File: config.mk
export PLATFORM = sky130hd
export DESIGN_NAME = audio_beat_detector_top_flat
export DESIGN_NICKNAME = d
export VERILOG_FILES = /design/src/rtl/abd_pkg.sv /design/src/rtl/abd_stream_if.sv /design/src/rtl/audio_beat_detector_top.sv /design/src/flat_wrapper.sv
export SDC_FILE = /design/constraint.sdc
export NUM_CORES = 2
export LEC_CHECK = 0
export ABC_AREA = 1
export ABC_CLOCK_PERIOD_IN_PS = 10380
export BUFFER_PORTS_ARGS = -buffer_cell sky130_fd_sc_hd__buf_4
export CAP_MARGIN = 20
export CORE_UTILIZATION = 65
export CTS_BUF_LIST = sky130_fd_sc_hd__clkbuf_4
export CTS_CLUSTER_SIZE = 8
export DETAILED_ROUTE_END_ITERATION = 7
export PLACE_DENSITY_LB_ADDON = 0.25
export SETUP_SLACK_MARGIN = 0.15
export SLEW_MARGIN = 5
export SYNTH_ARGS = -nofsm -noshare
export SYNTH_HDL_FRONTEND = slang
export SYNTH_SLANG_ARGS = --single-unit
File: constraint.sdc
create_clock -name clk_i -period 10.38 [get_ports clk_i]
set_clock_uncertainty 0.2 [all_clocks]
set_input_delay 0.519 -clock clk_i [delete_from_list [all_inputs] [get_ports clk_i]]
set_output_delay 0.519 -clock clk_i [all_outputs]
set_load 0.01 [all_outputs]
File: src/rtl/abd_pkg.sv
// ----------------------------------------------------------------------------
// Audio beat detector package
// Shared constants, types, filter coefficients and the sequencer program.
// ----------------------------------------------------------------------------
package abd_pkg;

  localparam int FRAC_BITS   = 16;
  localparam int SAMPLE_BITS = 10;

  // Configuration port
  localparam int CFG_W     = 24;
  localparam int CFG_IDX_W = 2;
  localparam int THR_W     = 24;
  localparam int OFF_W     = 10;
  localparam int DEC_W     = 16;

  // Datapath
  localparam int DATA_W = 32;
  localparam int PROD_W = 64;
  localparam int CQ     = 30;               // coefficient fraction bits
  localparam int RND_W  = PROD_W - CQ;      // rounded product width
  localparam int ACC_W  = 42;               // holds the scaled input and every filter sum

  localparam int NUM_REGS = 13;
  localparam int STEP_W   = 5;
  localparam logic [STEP_W-1:0] STEP_FIRST = STEP_W'(1);
  localparam logic [STEP_W-1:0] STEP_DONE  = STEP_W'(24);

  typedef enum logic [CFG_IDX_W-1:0] {
    CFG_THRESHOLD = 2'd0,
    CFG_DC_OFFSET = 2'd1,
    CFG_DECIM     = 2'd2
  } cfg_idx_e;

  localparam logic [THR_W-1:0] THRESHOLD_RST = THR_W'(52429);
  localparam logic [OFF_W-1:0] DC_OFFSET_RST = OFF_W'(120);
  localparam logic [DEC_W-1:0] DECIM_RST     = DEC_W'(200);

  // Register file entries: filter history, one scratch slot and two spares
  typedef enum logic [3:0] {
    R_XS    = 4'd0,
    R_BIN0  = 4'd1,
    R_BIN1  = 4'd2,
    R_BOUT0 = 4'd3,
    R_BOUT1 = 4'd4,
    R_EIN   = 4'd5,
    R_EOUT  = 4'd6,
    R_TIN0  = 4'd7,
    R_TIN1  = 4'd8,
    R_TOUT0 = 4'd9,
    R_TOUT1 = 4'd10,
    R_SPARE0 = 4'd11,
    R_SPARE1 = 4'd12
  } reg_e;

  typedef enum logic [2:0] {
    C_RBASS = 3'd0,
    C_BA2   = 3'd1,
    C_BA1   = 3'd2,
    C_RENV  = 3'd3,
    C_EA1   = 3'd4,
    C_RBEAT = 3'd5,
    C_TA2   = 3'd6,
    C_TA1   = 3'd7
  } coef_e;

  typedef enum logic [2:0] {
    A_NOP  = 3'd0,
    A_LDX  = 3'd1,   // load centered sample in Q format
    A_PROD = 3'd2,   // load saturated rounded product
    A_ADDP = 3'd3,   // add rounded product
    A_ADDR = 3'd4,   // add register read data
    A_SUBR = 3'd5,   // subtract register read data
    A_ABS  = 3'd6    // full-wave rectify
  } acc_op_e;

  typedef enum logic {
    MS_RD  = 1'b0,
    MS_ACC = 1'b1
  } mul_src_e;

  typedef enum logic {
    WS_ACC = 1'b0,
    WS_RD  = 1'b1
  } wr_src_e;

  typedef enum logic [2:0] {
    F_IDLE  = 3'd0,
    F_NEXT  = 3'd1,
    F_DECIM = 3'd2,
    F_FLAG  = 3'd3,
    F_DONE  = 3'd4
  } flow_e;

  typedef struct packed {
    logic     rd_en;
    reg_e     rd_addr;
    logic     mul_en;
    mul_src_e mul_src;
    coef_e    coef;
    acc_op_e  acc_op;
    logic     wr_en;
    wr_src_e  wr_src;
    reg_e     wr_dst;
    flow_e    flow;
  } ucode_t;

  function automatic logic signed [DATA_W-1:0] coef_value(input coef_e c);
    logic signed [DATA_W-1:0] v;
    case (c)
      C_RBASS: v = 32'sd117993607;
      C_BA2:   v = -32'sd854704936;
      C_BA1:   v = 32'sd1922333318;
      C_RENV:  v = 32'sd6710886;
      C_EA1:   v = 32'sd1060332861;
      C_RBEAT: v = 32'sd153063696;
      C_TA2:   v = -32'sd769858042;
      C_TA1:   v = 32'sd1551949227;
      default: v = '0;
    endcase
    return v;
  endfunction

  // Clamp a wide sum to the signed 32-bit range.
  function automatic logic [DATA_W-1:0] sat32(input logic [ACC_W-1:0] v);
    logic [DATA_W-1:0] r;
    if ((&v[ACC_W-1:DATA_W-1]) || !(|v[ACC_W-1:DATA_W-1])) begin
      r = v[DATA_W-1:0];
    end else if (v[ACC_W-1]) begin
      r = {1'b1, {(DATA_W-1){1'b0}}};
    end else begin
      r = {1'b0, {(DATA_W-1){1'b1}}};
    end
    return r;
  endfunction

  // Sequencer program. Operations in a step use the accumulator, product and
  // read data registered at the start of that step.
  function automatic ucode_t ucode_rom(input logic [STEP_W-1:0] step);
    ucode_t w;
    case (step)
      //        rd  rd_addr  mul mul_src coef     acc_op  wr  wr_src  wr_dst   flow
      // wait for a sample
      5'd0:  w = '{1'b0, R_XS,    1'b0, MS_RD,  C_RBASS, A_NOP,  1'b0, WS_ACC, R_XS,    F_IDLE};
      // bass bandpass
      5'd1:  w = '{1'b0, R_XS,    1'b0, MS_RD,  C_RBASS, A_LDX,  1'b0, WS_ACC, R_XS,    F_NEXT};
      5'd2:  w = '{1'b1, R_BOUT1, 1'b1, MS_ACC, C_RBASS, A_NOP,  1'b0, WS_ACC, R_XS,    F_NEXT};
      5'd3:  w = '{1'b1, R_BOUT0, 1'b1, MS_RD,  C_BA2,   A_PROD, 1'b0, WS_ACC, R_XS,    F_NEXT};
      5'd4:  w = '{1'b1, R_BIN1,  1'b1, MS_RD,  C_BA1,   A_ADDP, 1'b1, WS_ACC, R_XS,    F_NEXT};
      5'd5:  w = '{1'b0, R_XS,    1'b0, MS_RD,  C_RBASS, A_ADDP, 1'b0, WS_ACC, R_XS,    F_NEXT};
      5'd6:  w = '{1'b1, R_BIN0,  1'b0, MS_RD,  C_RBASS, A_SUBR, 1'b0, WS_ACC, R_XS,    F_NEXT};
      5'd7:  w = '{1'b1, R_BOUT0, 1'b0, MS_RD,  C_RBASS, A_NOP,  1'b1, WS_RD,  R_BIN1,  F_NEXT};
      5'd8:  w = '{1'b1, R_XS,    1'b0, MS_RD,  C_RBASS, A_NOP,  1'b1, WS_RD,  R_BOUT1, F_NEXT};
      5'd9:  w = '{1'b0, R_XS,    1'b0, MS_RD,  C_RBASS, A_ABS,  1'b1, WS_ACC, R_BOUT0, F_NEXT};
      // rectified envelope lowpass
      5'd10: w = '{1'b1, R_EOUT,  1'b1, MS_ACC, C_RENV,  A_NOP,  1'b1, WS_RD,  R_BIN0,  F_NEXT};
      5'd11: w = '{1'b1, R_EIN,   1'b1, MS_RD,  C_EA1,   A_PROD, 1'b0, WS_ACC, R_XS,    F_NEXT};
      5'd12: w = '{1'b0, R_XS,    1'b0, MS_RD,  C_RBASS, A_ADDP, 1'b1, WS_ACC, R_EIN,   F_NEXT};
      5'd13: w = '{1'b0, R_XS,    1'b0, MS_RD,  C_RBASS, A_ADDR, 1'b0, WS_ACC, R_XS,    F_NEXT};
      5'd14: w = '{1'b0, R_XS,    1'b0, MS_RD,  C_RBASS, A_NOP,  1'b1, WS_ACC, R_EOUT,  F_DECIM};
      // decimated beat bandpass
      5'd15: w = '{1'b1, R_TOUT1, 1'b1, MS_ACC, C_RBEAT, A_NOP,  1'b0, WS_ACC, R_XS,    F_NEXT};
      5'd16: w = '{1'b1, R_TOUT0, 1'b1, MS_RD,  C_TA2,   A_PROD, 1'b0, WS_ACC, R_XS,    F_NEXT};
      5'd17: w = '{1'b1, R_TIN1,  1'b1, MS_RD,  C_TA1,   A_ADDP, 1'b1, WS_ACC, R_XS,    F_NEXT};
      5'd18: w = '{1'b0, R_XS,    1'b0, MS_RD,  C_RBASS, A_ADDP, 1'b0, WS_ACC, R_XS,    F_NEXT};
      5'd19: w = '{1'b1, R_TIN0,  1'b0, MS_RD,  C_RBASS, A_SUBR, 1'b0, WS_ACC, R_XS,    F_NEXT};
      5'd20: w = '{1'b1, R_TOUT0, 1'b0, MS_RD,  C_RBASS, A_NOP,  1'b1, WS_RD,  R_TIN1,  F_NEXT};
      5'd21: w = '{1'b1, R_XS,    1'b0, MS_RD,  C_RBASS, A_NOP,  1'b1, WS_RD,  R_TOUT1, F_NEXT};
      5'd22: w = '{1'b0, R_XS,    1'b0, MS_RD,  C_RBASS, A_NOP,  1'b1, WS_ACC, R_TOUT0, F_FLAG};
      5'd23: w = '{1'b0, R_XS,    1'b0, MS_RD,  C_RBASS, A_NOP,  1'b1, WS_RD,  R_TIN0,  F_NEXT};
      // hand the result to the output register
      5'd24: w = '{1'b0, R_XS,    1'b0, MS_RD,  C_RBASS, A_NOP,  1'b0, WS_ACC, R_XS,    F_DONE};
      default: w = '{1'b0, R_XS,  1'b0, MS_RD,  C_RBASS, A_NOP,  1'b0, WS_ACC, R_XS,    F_DONE};
    endcase
    return w;
  endfunction

endpackage

File: src/rtl/abd_stream_if.sv
// ----------------------------------------------------------------------------
// Audio beat detector stream interfaces
// Valid/ready channels for raw samples and for beat results.
// ----------------------------------------------------------------------------
interface abd_in_if;
  logic                            valid;
  logic                            ready;
  logic [abd_pkg::SAMPLE_BITS-1:0] adc_sample;

  modport source (output valid, output adc_sample, input ready);
  modport sink (input valid, input adc_sample, output ready);
endinterface

interface abd_out_if;
  logic                       valid;
  logic                       ready;
  logic                       beat_level;
  logic                       beat_updated;
  logic [abd_pkg::DATA_W-1:0] beat_value;

  modport source (output valid, output beat_level, output beat_updated, output beat_value,
                  input ready);
  modport sink (input valid, input beat_level, input beat_updated, input beat_value,
                output ready);
endinterface

File: src/rtl/audio_beat_detector_top.sv
// ----------------------------------------------------------------------------
// Audio beat detector
// Bass bandpass, rectified envelope and decimated beat bandpass in Q16.16,
// run by a microcoded sequencer over one shared multiplier and accumulator.
// ----------------------------------------------------------------------------
//
//  channel    dir  handshake            payload
//  sample_i   in   valid/ready          adc_sample[9:0]
//  result_o   out  valid/ready          beat_level, beat_updated, beat_value[31:0]
//  cfg_*_i    in   write enable only    cfg_idx_i[1:0], cfg_data_i[23:0]
//
//  Sequencing: a sample holds the sequencer from its transfer until its
//  result is loaded; the beat filter steps are skipped when the count
//  does not match. The 25-step program around the single 32x32 multiplier
//  and the register file with one read and one write port sets the time
//  that a sample takes.
//  Reset clears the filter history, decimation counter and beat level; the
//  registers return to threshold 0.8, offset 120, count 200.
//  A result waits in the output register; the sequencer holds on its last
//  step only while a previous result is still untaken.
//
module audio_beat_detector_top (
  input  logic                              clk_i,
  input  logic                              rst_ni,
  input  logic                              cfg_we_i,
  input  logic [abd_pkg::CFG_IDX_W-1:0]     cfg_idx_i,
  input  logic [abd_pkg::CFG_W-1:0]         cfg_data_i,
  abd_in_if.sink                            sample_i,
  abd_out_if.source                         result_o
);

  localparam int SB = abd_pkg::SAMPLE_BITS;
  localparam int FB = abd_pkg::FRAC_BITS;
  localparam int AW = abd_pkg::ACC_W;
  localparam int DW = abd_pkg::DATA_W;
  localparam int RW = abd_pkg::RND_W;

  // Configuration registers
  logic [abd_pkg::THR_W-1:0] thr_q;
  logic [abd_pkg::OFF_W-1:0] off_q;
  logic [abd_pkg::DEC_W-1:0] dec_q;

  // Sequencer
  logic [abd_pkg::STEP_W-1:0] step_q, step_d;
  abd_pkg::ucode_t            uc;

  // Datapath
  logic [SB-1:0]             sample_q;
  logic signed [AW-1:0]      acc_q, acc_d;
  logic signed [abd_pkg::PROD_W-1:0] prod_q, prod_d, prod_rnd;
  logic signed [AW-1:0]      rnd_ext;
  logic [DW-1:0]             prod_sat;
  logic signed [SB:0]        centered;
  logic [DW-1:0]             acc_sat;
  logic signed [DW-1:0]      mul_a, mul_c;
  logic [DW-1:0]             rd_q;
  logic [DW-1:0]             wr_data;

  // Register file with per-entry valid bits; an unwritten entry reads as zero
  logic [DW-1:0]             rf_mem [abd_pkg::NUM_REGS];
  logic [abd_pkg::NUM_REGS-1:0] rf_valid_q;

  // Beat state and output register
  logic [abd_pkg::DEC_W-1:0] count_q;
  logic                      flag_q, updated_q;
  logic [DW-1:0]             value_q;
  logic                      dec_match, out_load;
  logic                      out_valid_q, out_level_q, out_updated_q;
  logic [DW-1:0]             out_value_q;

  assign uc = abd_pkg::ucode_rom(step_q);

  // ---------------------------------------------------------------------------
  // Configuration writes; indexes beyond the register list are dropped
  // ---------------------------------------------------------------------------
  always_ff @(posedge clk_i or negedge rst_ni) begin
    if (!rst_ni) begin
      thr_q <= abd_pkg::THRESHOLD_RST;
      off_q <= abd_pkg::DC_OFFSET_RST;
      dec_q <= abd_pkg::DECIM_RST;
    end else if (cfg_we_i) begin
      case (abd_pkg::cfg_idx_e'(cfg_idx_i))
        abd_pkg::CFG_THRESHOLD: thr_q <= cfg_data_i[abd_pkg::THR_W-1:0];
        abd_pkg::CFG_DC_OFFSET: off_q <= cfg_data_i[abd_pkg::OFF_W-1:0];
        abd_pkg::CFG_DECIM:     dec_q <= cfg_data_i[abd_pkg::DEC_W-1:0];
        default: ;
      endcase
    end
  end

  // ---------------------------------------------------------------------------
  // Datapath arithmetic
  // ---------------------------------------------------------------------------
  // Offset removal keeps the sign when the offset exceeds the sample.
  assign centered = $signed({1'b0, sample_q}) - $signed({1'b0, off_q[SB-1:0]});

  // Round the Q30 product to nearest, ties toward plus infinity.
  assign prod_rnd = prod_q + (abd_pkg::PROD_W'(1) <<< (abd_pkg::CQ - 1));
  assign rnd_ext  = {{(AW-RW){prod_rnd[abd_pkg::PROD_W-1]}},
                     prod_rnd[abd_pkg::PROD_W-1:abd_pkg::CQ]};
  assign prod_sat = abd_pkg::sat32(rnd_ext);

  assign acc_sat = abd_pkg::sat32(acc_q);

  // Shared multiplier: operand from the register file or the clamped accumulator
  assign mul_a  = (uc.mul_src == abd_pkg::MS_ACC) ? $signed(acc_sat) : $signed(rd_q);
  assign mul_c  = abd_pkg::coef_value(uc.coef);
  assign prod_d = mul_a * mul_c;

  always_comb begin
    acc_d = acc_q;
    case (uc.acc_op)
      abd_pkg::A_LDX:  acc_d = {{(AW-SB-1-FB){centered[SB]}}, centered, {FB{1'b0}}};
      abd_pkg::A_PROD: acc_d = {{(AW-DW){prod_sat[DW-1]}}, prod_sat};
      abd_pkg::A_ADDP: acc_d = acc_q + rnd_ext;
      abd_pkg::A_ADDR: acc_d = acc_q + {{(AW-DW){rd_q[DW-1]}}, rd_q};
      abd_pkg::A_SUBR: acc_d = acc_q - {{(AW-DW){rd_q[DW-1]}}, rd_q};
      // The clamp on use turns |most negative| into the largest positive value.
      abd_pkg::A_ABS:  acc_d = acc_q[AW-1] ? -acc_q : acc_q;
      default:         acc_d = acc_q;
    endcase
  end

  assign wr_data = (uc.wr_src == abd_pkg::WS_RD) ? rd_q : acc_sat;

  always_ff @(posedge clk_i) begin
    acc_q <= acc_d;
    if (uc.mul_en) begin
      prod_q <= prod_d;
    end
    if (sample_i.valid && sample_i.ready) begin
      sample_q <= sample_i.adc_sample;
    end
  end

  // ---------------------------------------------------------------------------
  // Register file: one write and one registered read per step
  // ---------------------------------------------------------------------------
  always_ff @(posedge clk_i) begin
    if (uc.wr_en) begin
      rf_mem[uc.wr_dst] <= wr_data;
    end
    if (uc.rd_en) begin
      rd_q <= rf_valid_q[uc.rd_addr] ? rf_mem[uc.rd_addr] : '0;
    end
  end

  always_ff @(posedge clk_i or negedge rst_ni) begin
    if (!rst_ni) begin
      rf_valid_q <= '0;
    end else if (uc.wr_en) begin
      rf_valid_q[uc.wr_dst] <= 1'b1;
    end
  end

  // ---------------------------------------------------------------------------
  // Sequencer: advance through the program, branch on the decimation count
  // ---------------------------------------------------------------------------
  assign dec_match = (count_q == dec_q);

  always_comb begin
    step_d         = step_q;
    out_load       = 1'b0;
    sample_i.ready = 1'b0;
    case (uc.flow)
      abd_pkg::F_IDLE: begin
        sample_i.ready = 1'b1;
        if (sample_i.valid) begin
          step_d = abd_pkg::STEP_FIRST;
        end
      end
      abd_pkg::F_NEXT, abd_pkg::F_FLAG: begin
        step_d = step_q + abd_pkg::STEP_W'(1);
      end
      abd_pkg::F_DECIM: begin
        step_d = dec_match ? step_q + abd_pkg::STEP_W'(1) : abd_pkg::STEP_DONE;
      end
      abd_pkg::F_DONE: begin
        // Hold until the output register is free.
        if (!out_valid_q || result_o.ready) begin
          out_load = 1'b1;
          step_d   = '0;
        end
      end
      default: step_d = '0;
    endcase
  end

  always_ff @(posedge clk_i or negedge rst_ni) begin
    if (!rst_ni) begin
      step_q    <= '0;
      count_q   <= '0;
      flag_q    <= 1'b0;
      updated_q <= 1'b0;
      value_q   <= '0;
    end else begin
      step_q <= step_d;
      if (sample_i.valid && sample_i.ready) begin
        updated_q <= 1'b0;
      end
      if (uc.flow == abd_pkg::F_DECIM) begin
        if (dec_match) begin
          count_q   <= '0;
          updated_q <= 1'b1;
        end else begin
          count_q <= count_q + abd_pkg::DEC_W'(1);
        end
      end
      if (uc.flow == abd_pkg::F_FLAG) begin
        // Signed beat value against the unsigned threshold.
        flag_q  <= $signed(acc_sat) > $signed({{(DW-abd_pkg::THR_W){1'b0}}, thr_q});
        value_q <= acc_sat;
      end
    end
  end

  // ---------------------------------------------------------------------------
  // Output register
  // ---------------------------------------------------------------------------
  always_ff @(posedge clk_i or negedge rst_ni) begin
    if (!rst_ni) begin
      out_valid_q <= 1'b0;
    end else if (out_load) begin
      out_valid_q <= 1'b1;
    end else if (result_o.ready) begin
      out_valid_q <= 1'b0;
    end
  end

  always_ff @(posedge clk_i) begin
    if (out_load) begin
      out_level_q   <= flag_q;
      out_updated_q <= updated_q;
      out_value_q   <= value_q;
    end
  end

  assign result_o.valid        = out_valid_q;
  assign result_o.beat_level   = out_level_q;
  assign result_o.beat_updated = out_updated_q;
  assign result_o.beat_value   = out_value_q;

endmodule

File: src/flat_wrapper.sv
// flat-port wrapper written by rule: the top's interface ports become plain ports
module audio_beat_detector_top_flat 
  (clk_i, rst_ni, cfg_we_i, cfg_idx_i, cfg_data_i, sample_i_valid, sample_i_adc_sample, sample_i_ready, result_o_valid, result_o_beat_level, result_o_beat_updated, result_o_beat_value, result_o_ready);
  abd_in_if sample_i_i ();
  abd_out_if result_o_i ();
  input  logic clk_i;
  input  logic rst_ni;
  input  logic cfg_we_i;
  input  logic [abd_pkg::CFG_IDX_W-1:0] cfg_idx_i;
  input  logic [abd_pkg::CFG_W-1:0] cfg_data_i;
  input wire logic [$bits(sample_i_i.valid)-1:0] sample_i_valid;
  input wire logic [$bits(sample_i_i.adc_sample)-1:0] sample_i_adc_sample;
  output wire logic [$bits(sample_i_i.ready)-1:0] sample_i_ready;
  output wire logic [$bits(result_o_i.valid)-1:0] result_o_valid;
  output wire logic [$bits(result_o_i.beat_level)-1:0] result_o_beat_level;
  output wire logic [$bits(result_o_i.beat_updated)-1:0] result_o_beat_updated;
  output wire logic [$bits(result_o_i.beat_value)-1:0] result_o_beat_value;
  input wire logic [$bits(result_o_i.ready)-1:0] result_o_ready;
  assign sample_i_i.valid = sample_i_valid;
  assign sample_i_i.adc_sample = sample_i_adc_sample;
  assign sample_i_ready = sample_i_i.ready;
  assign result_o_valid = result_o_i.valid;
  assign result_o_beat_level = result_o_i.beat_level;
  assign result_o_beat_updated = result_o_i.beat_updated;
  assign result_o_beat_value = result_o_i.beat_value;
  assign result_o_i.ready = result_o_ready;
  audio_beat_detector_top u_core (.clk_i(clk_i), .rst_ni(rst_ni), .cfg_we_i(cfg_we_i), .cfg_idx_i(cfg_idx_i), .cfg_data_i(cfg_data_i), .sample_i(sample_i_i), .result_o(result_o_i));
endmodule
# Word-level counts from Yosys, hierarchy flattened
# Memories as Yosys holds them, arrays and structs flattened. A register that Yosys moved wholly into a read port is not among the register bits.
# Index checks and enable logic that the tools add are counted.
# totals
regBits	269
ramBits	416
rom_bits	960
input_bits	41
out_inout_bits	36
elab_cells	100
mem_count	3
# memory_table
memory	words	width	rd	rd_clocked_by_memory_dff	wr	line_no	rtl
(name not given)	32	22	1	0	0	abd_pkg.sv:141	case (step)
u_core.rf_mem	13	32	1	1	1	audio_beat_detector_top.sv:60	logic [DW-1:0] rf_mem [abd_pkg::NUM_REGS];
(name not given)	8	32	1	0	0	abd_pkg.sv:110	case (c)
# classes
n_addsub	8
mul	1
order_cmp	4
n_eq_ne	16
n_mux	27
bitwise	1
n_reduce_logical	23
# op_table
op	n
$pmux W42 S6	1
$mux W32	6
$add A64 B31 Y64 const B	1
$mul A32 B32 Y64	1
$add A42 B34 Y42	1
$add A42 B42 Y42	1
$mux W42	1
$neg A42 Y42	1
$sub A42 B42 Y42	1
$gt A32 B25 Y1	1
$pmux W5 S4	1
$add A16 B1 Y16 const B	1
$eq A16 B16 Y1	1
$mux W16	1
$mux W5	3
$or A13 B13 Y13	1
$eq A3 B2 Y1 const B	4
$eq A3 B3 Y1 const B	4
$mux W1	12
$reduce_and A11 Y1	1
$reduce_or A11 Y1	1
$sub A10 B10 Y11	1
$lt A4 B5 Y1 const B	2
$reduce_and A2 Y1	5
other kinds (19)	27

# Longest topological paths before layout
# An unclocked memory read counts as a cell.
# depth
word_depth	7
ltp_mapped	47
ltp_nobuf	45

# Worst setup path after synthesis
# OpenSTA, ideal clock, no wires.
# synth_timing
path_type	reg2reg
start	reg u_core.step_q[0] (netlist bit)
end	reg u_core.prod_q[63] (netlist bit) (data pin)
setup_ns	0.260
t_arrival_ns	9.145
setup_slack_ns	0.776
path_stages_with_launch	39
period_less_slack_ns	9.604
path_cell_list	dfrtp_1 inv_1 ha_1 nand2_1 inv_1 nand2_1 nand3_4 inv_2 clkbuf_1 ha_1 inv_1 nor2_1 clkinv_1 nand2_2 clkbuf_1 buf_1 nor2_1 ha_1 (+3 left out) inv_1 fa_1 inv_1 fa_1 inv_1 fa_1 inv_1 fa_1 fa_1 inv_1 ha_1 a21oi_1 o21ai_0 nand2_1 a21oi_1 a2111oi_0 nand2_1 xnor2_1
# synth_via
elab_chain_cells	3
elab_cells_between_ends	4
# synth_lines
element	line_no	rtl
start, declared	audio_beat_detector_top.sv:44	logic [abd_pkg::STEP_W-1:0] step_q, step_d;
start signal, assigned	audio_beat_detector_top.sv:197	step_q <= step_d;
$mem_v2 Z32 W22 (*)	--	
$mem_v2 Z8 W32 / $mux W32 (equally long branches)	--	
$mul A32 B32 Y64 (*)	audio_beat_detector_top.sv:108	assign prod_d = mul_a * mul_c;
via u_core.prod_d, one bit	audio_beat_detector_top.sv:50	logic signed [abd_pkg::PROD_W-1:0] prod_q, prod_d, prod_rnd;
end signal, assigned	audio_beat_detector_top.sv:129	prod_q <= prod_d;
end, declared	audio_beat_detector_top.sv:50	
# The timed path passes the listed nets; every way through them passes the cells marked *.
# A chain may end at the register's enable or synchronous reset.

# Final worst setup path
# layout_timing
start	reg u_core.acc_q[38]
end	reg u_core.prod_q[49] (netlist bit) (data pin)
# layout_via
elab_chain_cells	6
elab_cells_between_ends	7
# layout_lines
element	line_no	rtl
start, declared	audio_beat_detector_top.sv:49	logic signed [AW-1:0] acc_q, acc_d;
start signal, assigned	audio_beat_detector_top.sv:127	acc_q <= acc_d;
$reduce_or A11 Y1	abd_pkg.sv:127	if ((&v[ACC_W-1:DATA_W-1]) || !(|v[ACC_W-1:DATA_W-1])) begin
$logic_not A1 Y1	abd_pkg.sv:127	
$logic_or A1 B1 Y1 (*)	abd_pkg.sv:127	
$mux W32 (*)	abd_pkg.sv:127	
$mux W32 (*)	audio_beat_detector_top.sv:106	assign mul_a = (uc.mul_src == abd_pkg::MS_ACC) ? $signed(acc_sat) : $signed(rd_q);
$mul A32 B32 Y64 (*)	audio_beat_detector_top.sv:108	
via u_core.prod_d, one bit	audio_beat_detector_top.sv:50	
# Marks and branches as above.

==> impl_metrics.yaml <==
outcome:
  outcome: "completed"
route:
  drtIter0Drc: 7179
  wirelength_um: 259000
  firstDrtPassIters: 8
  vias_per_cell: 6.16
  wl_per_cell_um: 25.5
  route.detailed.drc: 0
  ant_nets: 0
  num_vias: 62570
timing:
  finalHoldViolCount: 0
  fmax_ghz: 0.100
  finalSetupViolations: 0
  finalCriticalPeriod_ps: 9970
  finalSetupTns_ps: 0
  drv_slew: 0
  finalCritPeriodShare_pct: 96.0
  rsz0062_at_grt: "no"
  tightest_slew_ps: 1180
  max_slew_margin_pct: 20.8
setup_path:
  cp-start-kind: "flop"
  critical_path_required_ps: 10920
  end_kind: "flop"
  worstPathMaxFanout: 27
  cp_slowest_cell: "edfxtp_1"
  criticalPathCategory: "flop to flop"
  slowest_delay_ps: 670
  arrival_ps: 10510
synthesis:
  ys_seq_area_share_pct: 27.5
  syn_area_per_cell_um2: 8.93
  syn-num-nets: 9632
  synthXorXnorAreaFrac_pct: 1.87
  synthSimpleGateAreaFrac_pct: 15.8
  yosys_warnings: 0
  synth_compound_area_share_pct: 9.46
  syn_area_mm2: 0.0731
  synth_top_family_by_area: "adder cells"
  postSynthCellCount: 8191
  synth_edf_count: 569
  async_flop_share_pct: 17.3
  synthDistinctLibCells: 78
  ys.flop_type: "edfxtp_1"
  muxShareOfSynthArea_pct: 0.438
  ys_ff_latch: 688
  synth_adder_area_share_pct: 35.1
die:
  die_y_um: 337
  core_area_mm2: 0.111
  die_width_um: 337
  start_util_pct: 65.8
  die_area_mm2: 0.114
  rows: 122
  boundaryPins: 77
cts:
  clock_path_buffers: 3
  clkLatencyLatePin_ps: 1070
  path_clk_slew_ps: 70
  cts-root-buf: "clkbuf_4"
  cts_made_buffers: 164
  cts_tree: "done"
  cts_sinks: 688
  cts_max_level: 4
cells_and_area:
  nets: 9972
  utilization_pct: 72.0
  nFillCells: 8126
  syn_to_final_growth_pct: 9.38
  drive_gt1_share_pct: 9.95
grt:
  antenna_found_initial: 6
  grt_pass1_vias: 64920
  grt_max_degree: 114
  grt_pass1_wl_um: 384000
  overflow: 0
  track_usage_pct: 46.1
hold_path:
  hold_path_class: "primary input to flop"
placement:
  hpwlAfterDp_um: 200000
  gp_congestion: 1.08
  io_buffer_count: 76
flow_run:
  maxCapViolations: 0
## metal layers
| layer | vias up | share of wire [%] | global-route usage, % |
|---|---|---|---|
| met2 | 4536 | 45 | 72.5 |
| met5 | - | 0.046 | 0.638 |
| met4 | 6 | 8.2 | 31.9 |
| li1 | 26558 | - | - |
| met3 | 1187 | 13 | 13.1 |
| met1 | 30283 | 34 | 55.1 |
## cells in the final DEF, fill, tap and decap left out, types with 18 or more instances in the layout
cell type and count:
buf_4 375, a31oi_1 21, nand4_1 62, ha_1 316
inv_2 38, dfrtp_1 102, nor4_1 18, o21ai_2 29
a21oi_1 294, inv_1 1529, dlygate4sd3_1 71, o21a_1 18
xor2_1 92, o32ai_1 68, a21o_1 23, nand2_1 1254
o211ai_1 37, edfxtp_1 569, clkbuf_4 234, nor2_1 1187
fa_1 1084, o221ai_1 34, clkinv_1 44, xnor2_1 62
o21ai_1 53, o21ai_0 509, nand3_1 156, mux2i_1 32
or2_2 32, nor3_1 67
## cell families after synthesis
family          after synthesis
xor+xnor                    155
mux                          32
compound gates             1180
flops                       688
fa+ha+maj                  1400
buf+inv                    1881
simple gates               2855
## stage by stage
stage | setup slack [ps] | std cells | hold slack [ps] | area, um2
6_report | 411 | 10150 | 143 | 80000
5_1_grt | 190 | 10147 | 84.5 | 80000
4_1_cts | 200 | 10128 | 27.3 | 79700
3_5_place_dp | 282 | 9764 | 231 | 76900
3_3_place_gp | 291 | 9760 | 228 | 76800
2_1_floorplan | 776 | 8191 | 23.4 | 73100
## cell usage after synthesis, drive strengths merged (103+ instances only)
| master | instances | area share (%) |
|---|---|---|
| fa | 1084 | 30 |
| clkbuf | 172 | 0.88 |
| ha | 316 | 5.4 |
| nand2 | 1266 | 6.5 |
| o21ai | 598 | 4.2 |
| a21oi | 303 | 2.1 |
| nand3 | 163 | 1.2 |
| nor2 | 1214 | 6.3 |
| buf | 119 | 0.85 |
| dfrtp | 103 | 3.5 |
| inv | 1573 | 8.1 |
| edfxtp | 569 | 23 |
## worst paths after layout
path,from,end,slack (ps),cells past startpoint
worst max-delay path,u_core.acc_q[38]$_DFFE_PP_,u_core.prod_q[49]$_DFFE_PP_,410,33
worst min register to register,u_core.value_q[28]$_DFFE_PN0N_,u_core.result_o.beat_value[28]$_DFFE_PP_,240,0
worst min-delay path,result_o_ready,u_core.result_o.valid$_DFFE_PN0P_,140,3
max in group asynchronous,rst_ni,u_core.step_q[0]$_DFFE_PN0P_,8580,4
min in group asynchronous,rst_ni,u_core.thr_q[15]$_DFFE_PN1P_,450,3
worst max register to register,u_core.acc_q[38]$_DFFE_PP_,u_core.prod_q[49]$_DFFE_PP_,410,33
## final cells by class
cell class              count  area (um2)  share of cell area [%]
multi-input cells        5622       46100                    57.6
flip-flops and latches    688       20100                    25.1
inverters                1590        6000                    7.50
repair buffers            465        3810                    4.77
well taps                1488        1860                    2.33
clock buffers             234        1760                    2.20
clock inverters            58         399                   0.499
diodes                      5        12.5                  0.0156
## state kept, by name, summed over array words and instances, names as in the netlist
signal,flops
u_core.rf_mem,416
u_core.acc_q,42
u_core.prod_q,35
u_core.rd_q,32
u_core.result_o.beat_value,32
u_core.value_q,32
u_core.thr_q,24
u_core.count_q,16
u_core.dec_q,16
u_core.rf_valid_q,13
u_core.off_q,10
u_core.sample_q,10
u_core.step_q,5
u_core.flag_q,1
u_core.result_o.beat_level,1
u_core.result_o.beat_updated,1
u_core.result_o.valid,1
u_core.updated_q,1
## critical path, delay by kind of cell (launching register included)
kind	cells	cell delay, ps
fa+ha+maj	9	4360
buf+inv	6	1160
flops	1	670
simple gates	11	1310
compound gates	7	1910
## timing repair
| item | CTS | global route |
|---|---|---|
| setup buffers | 0 | 14 |
| resized for setup | 0 | 31 |
| hold endpoints to repair | 131 | 0 |
| hold buffers | 72 | 0 |
| endpoints found under the setup margin | 0 | 35 |
Power is left out: the tool's default activity adds up to more than one toggle a clock period on the data nets, which glitch-free logic cannot reach.
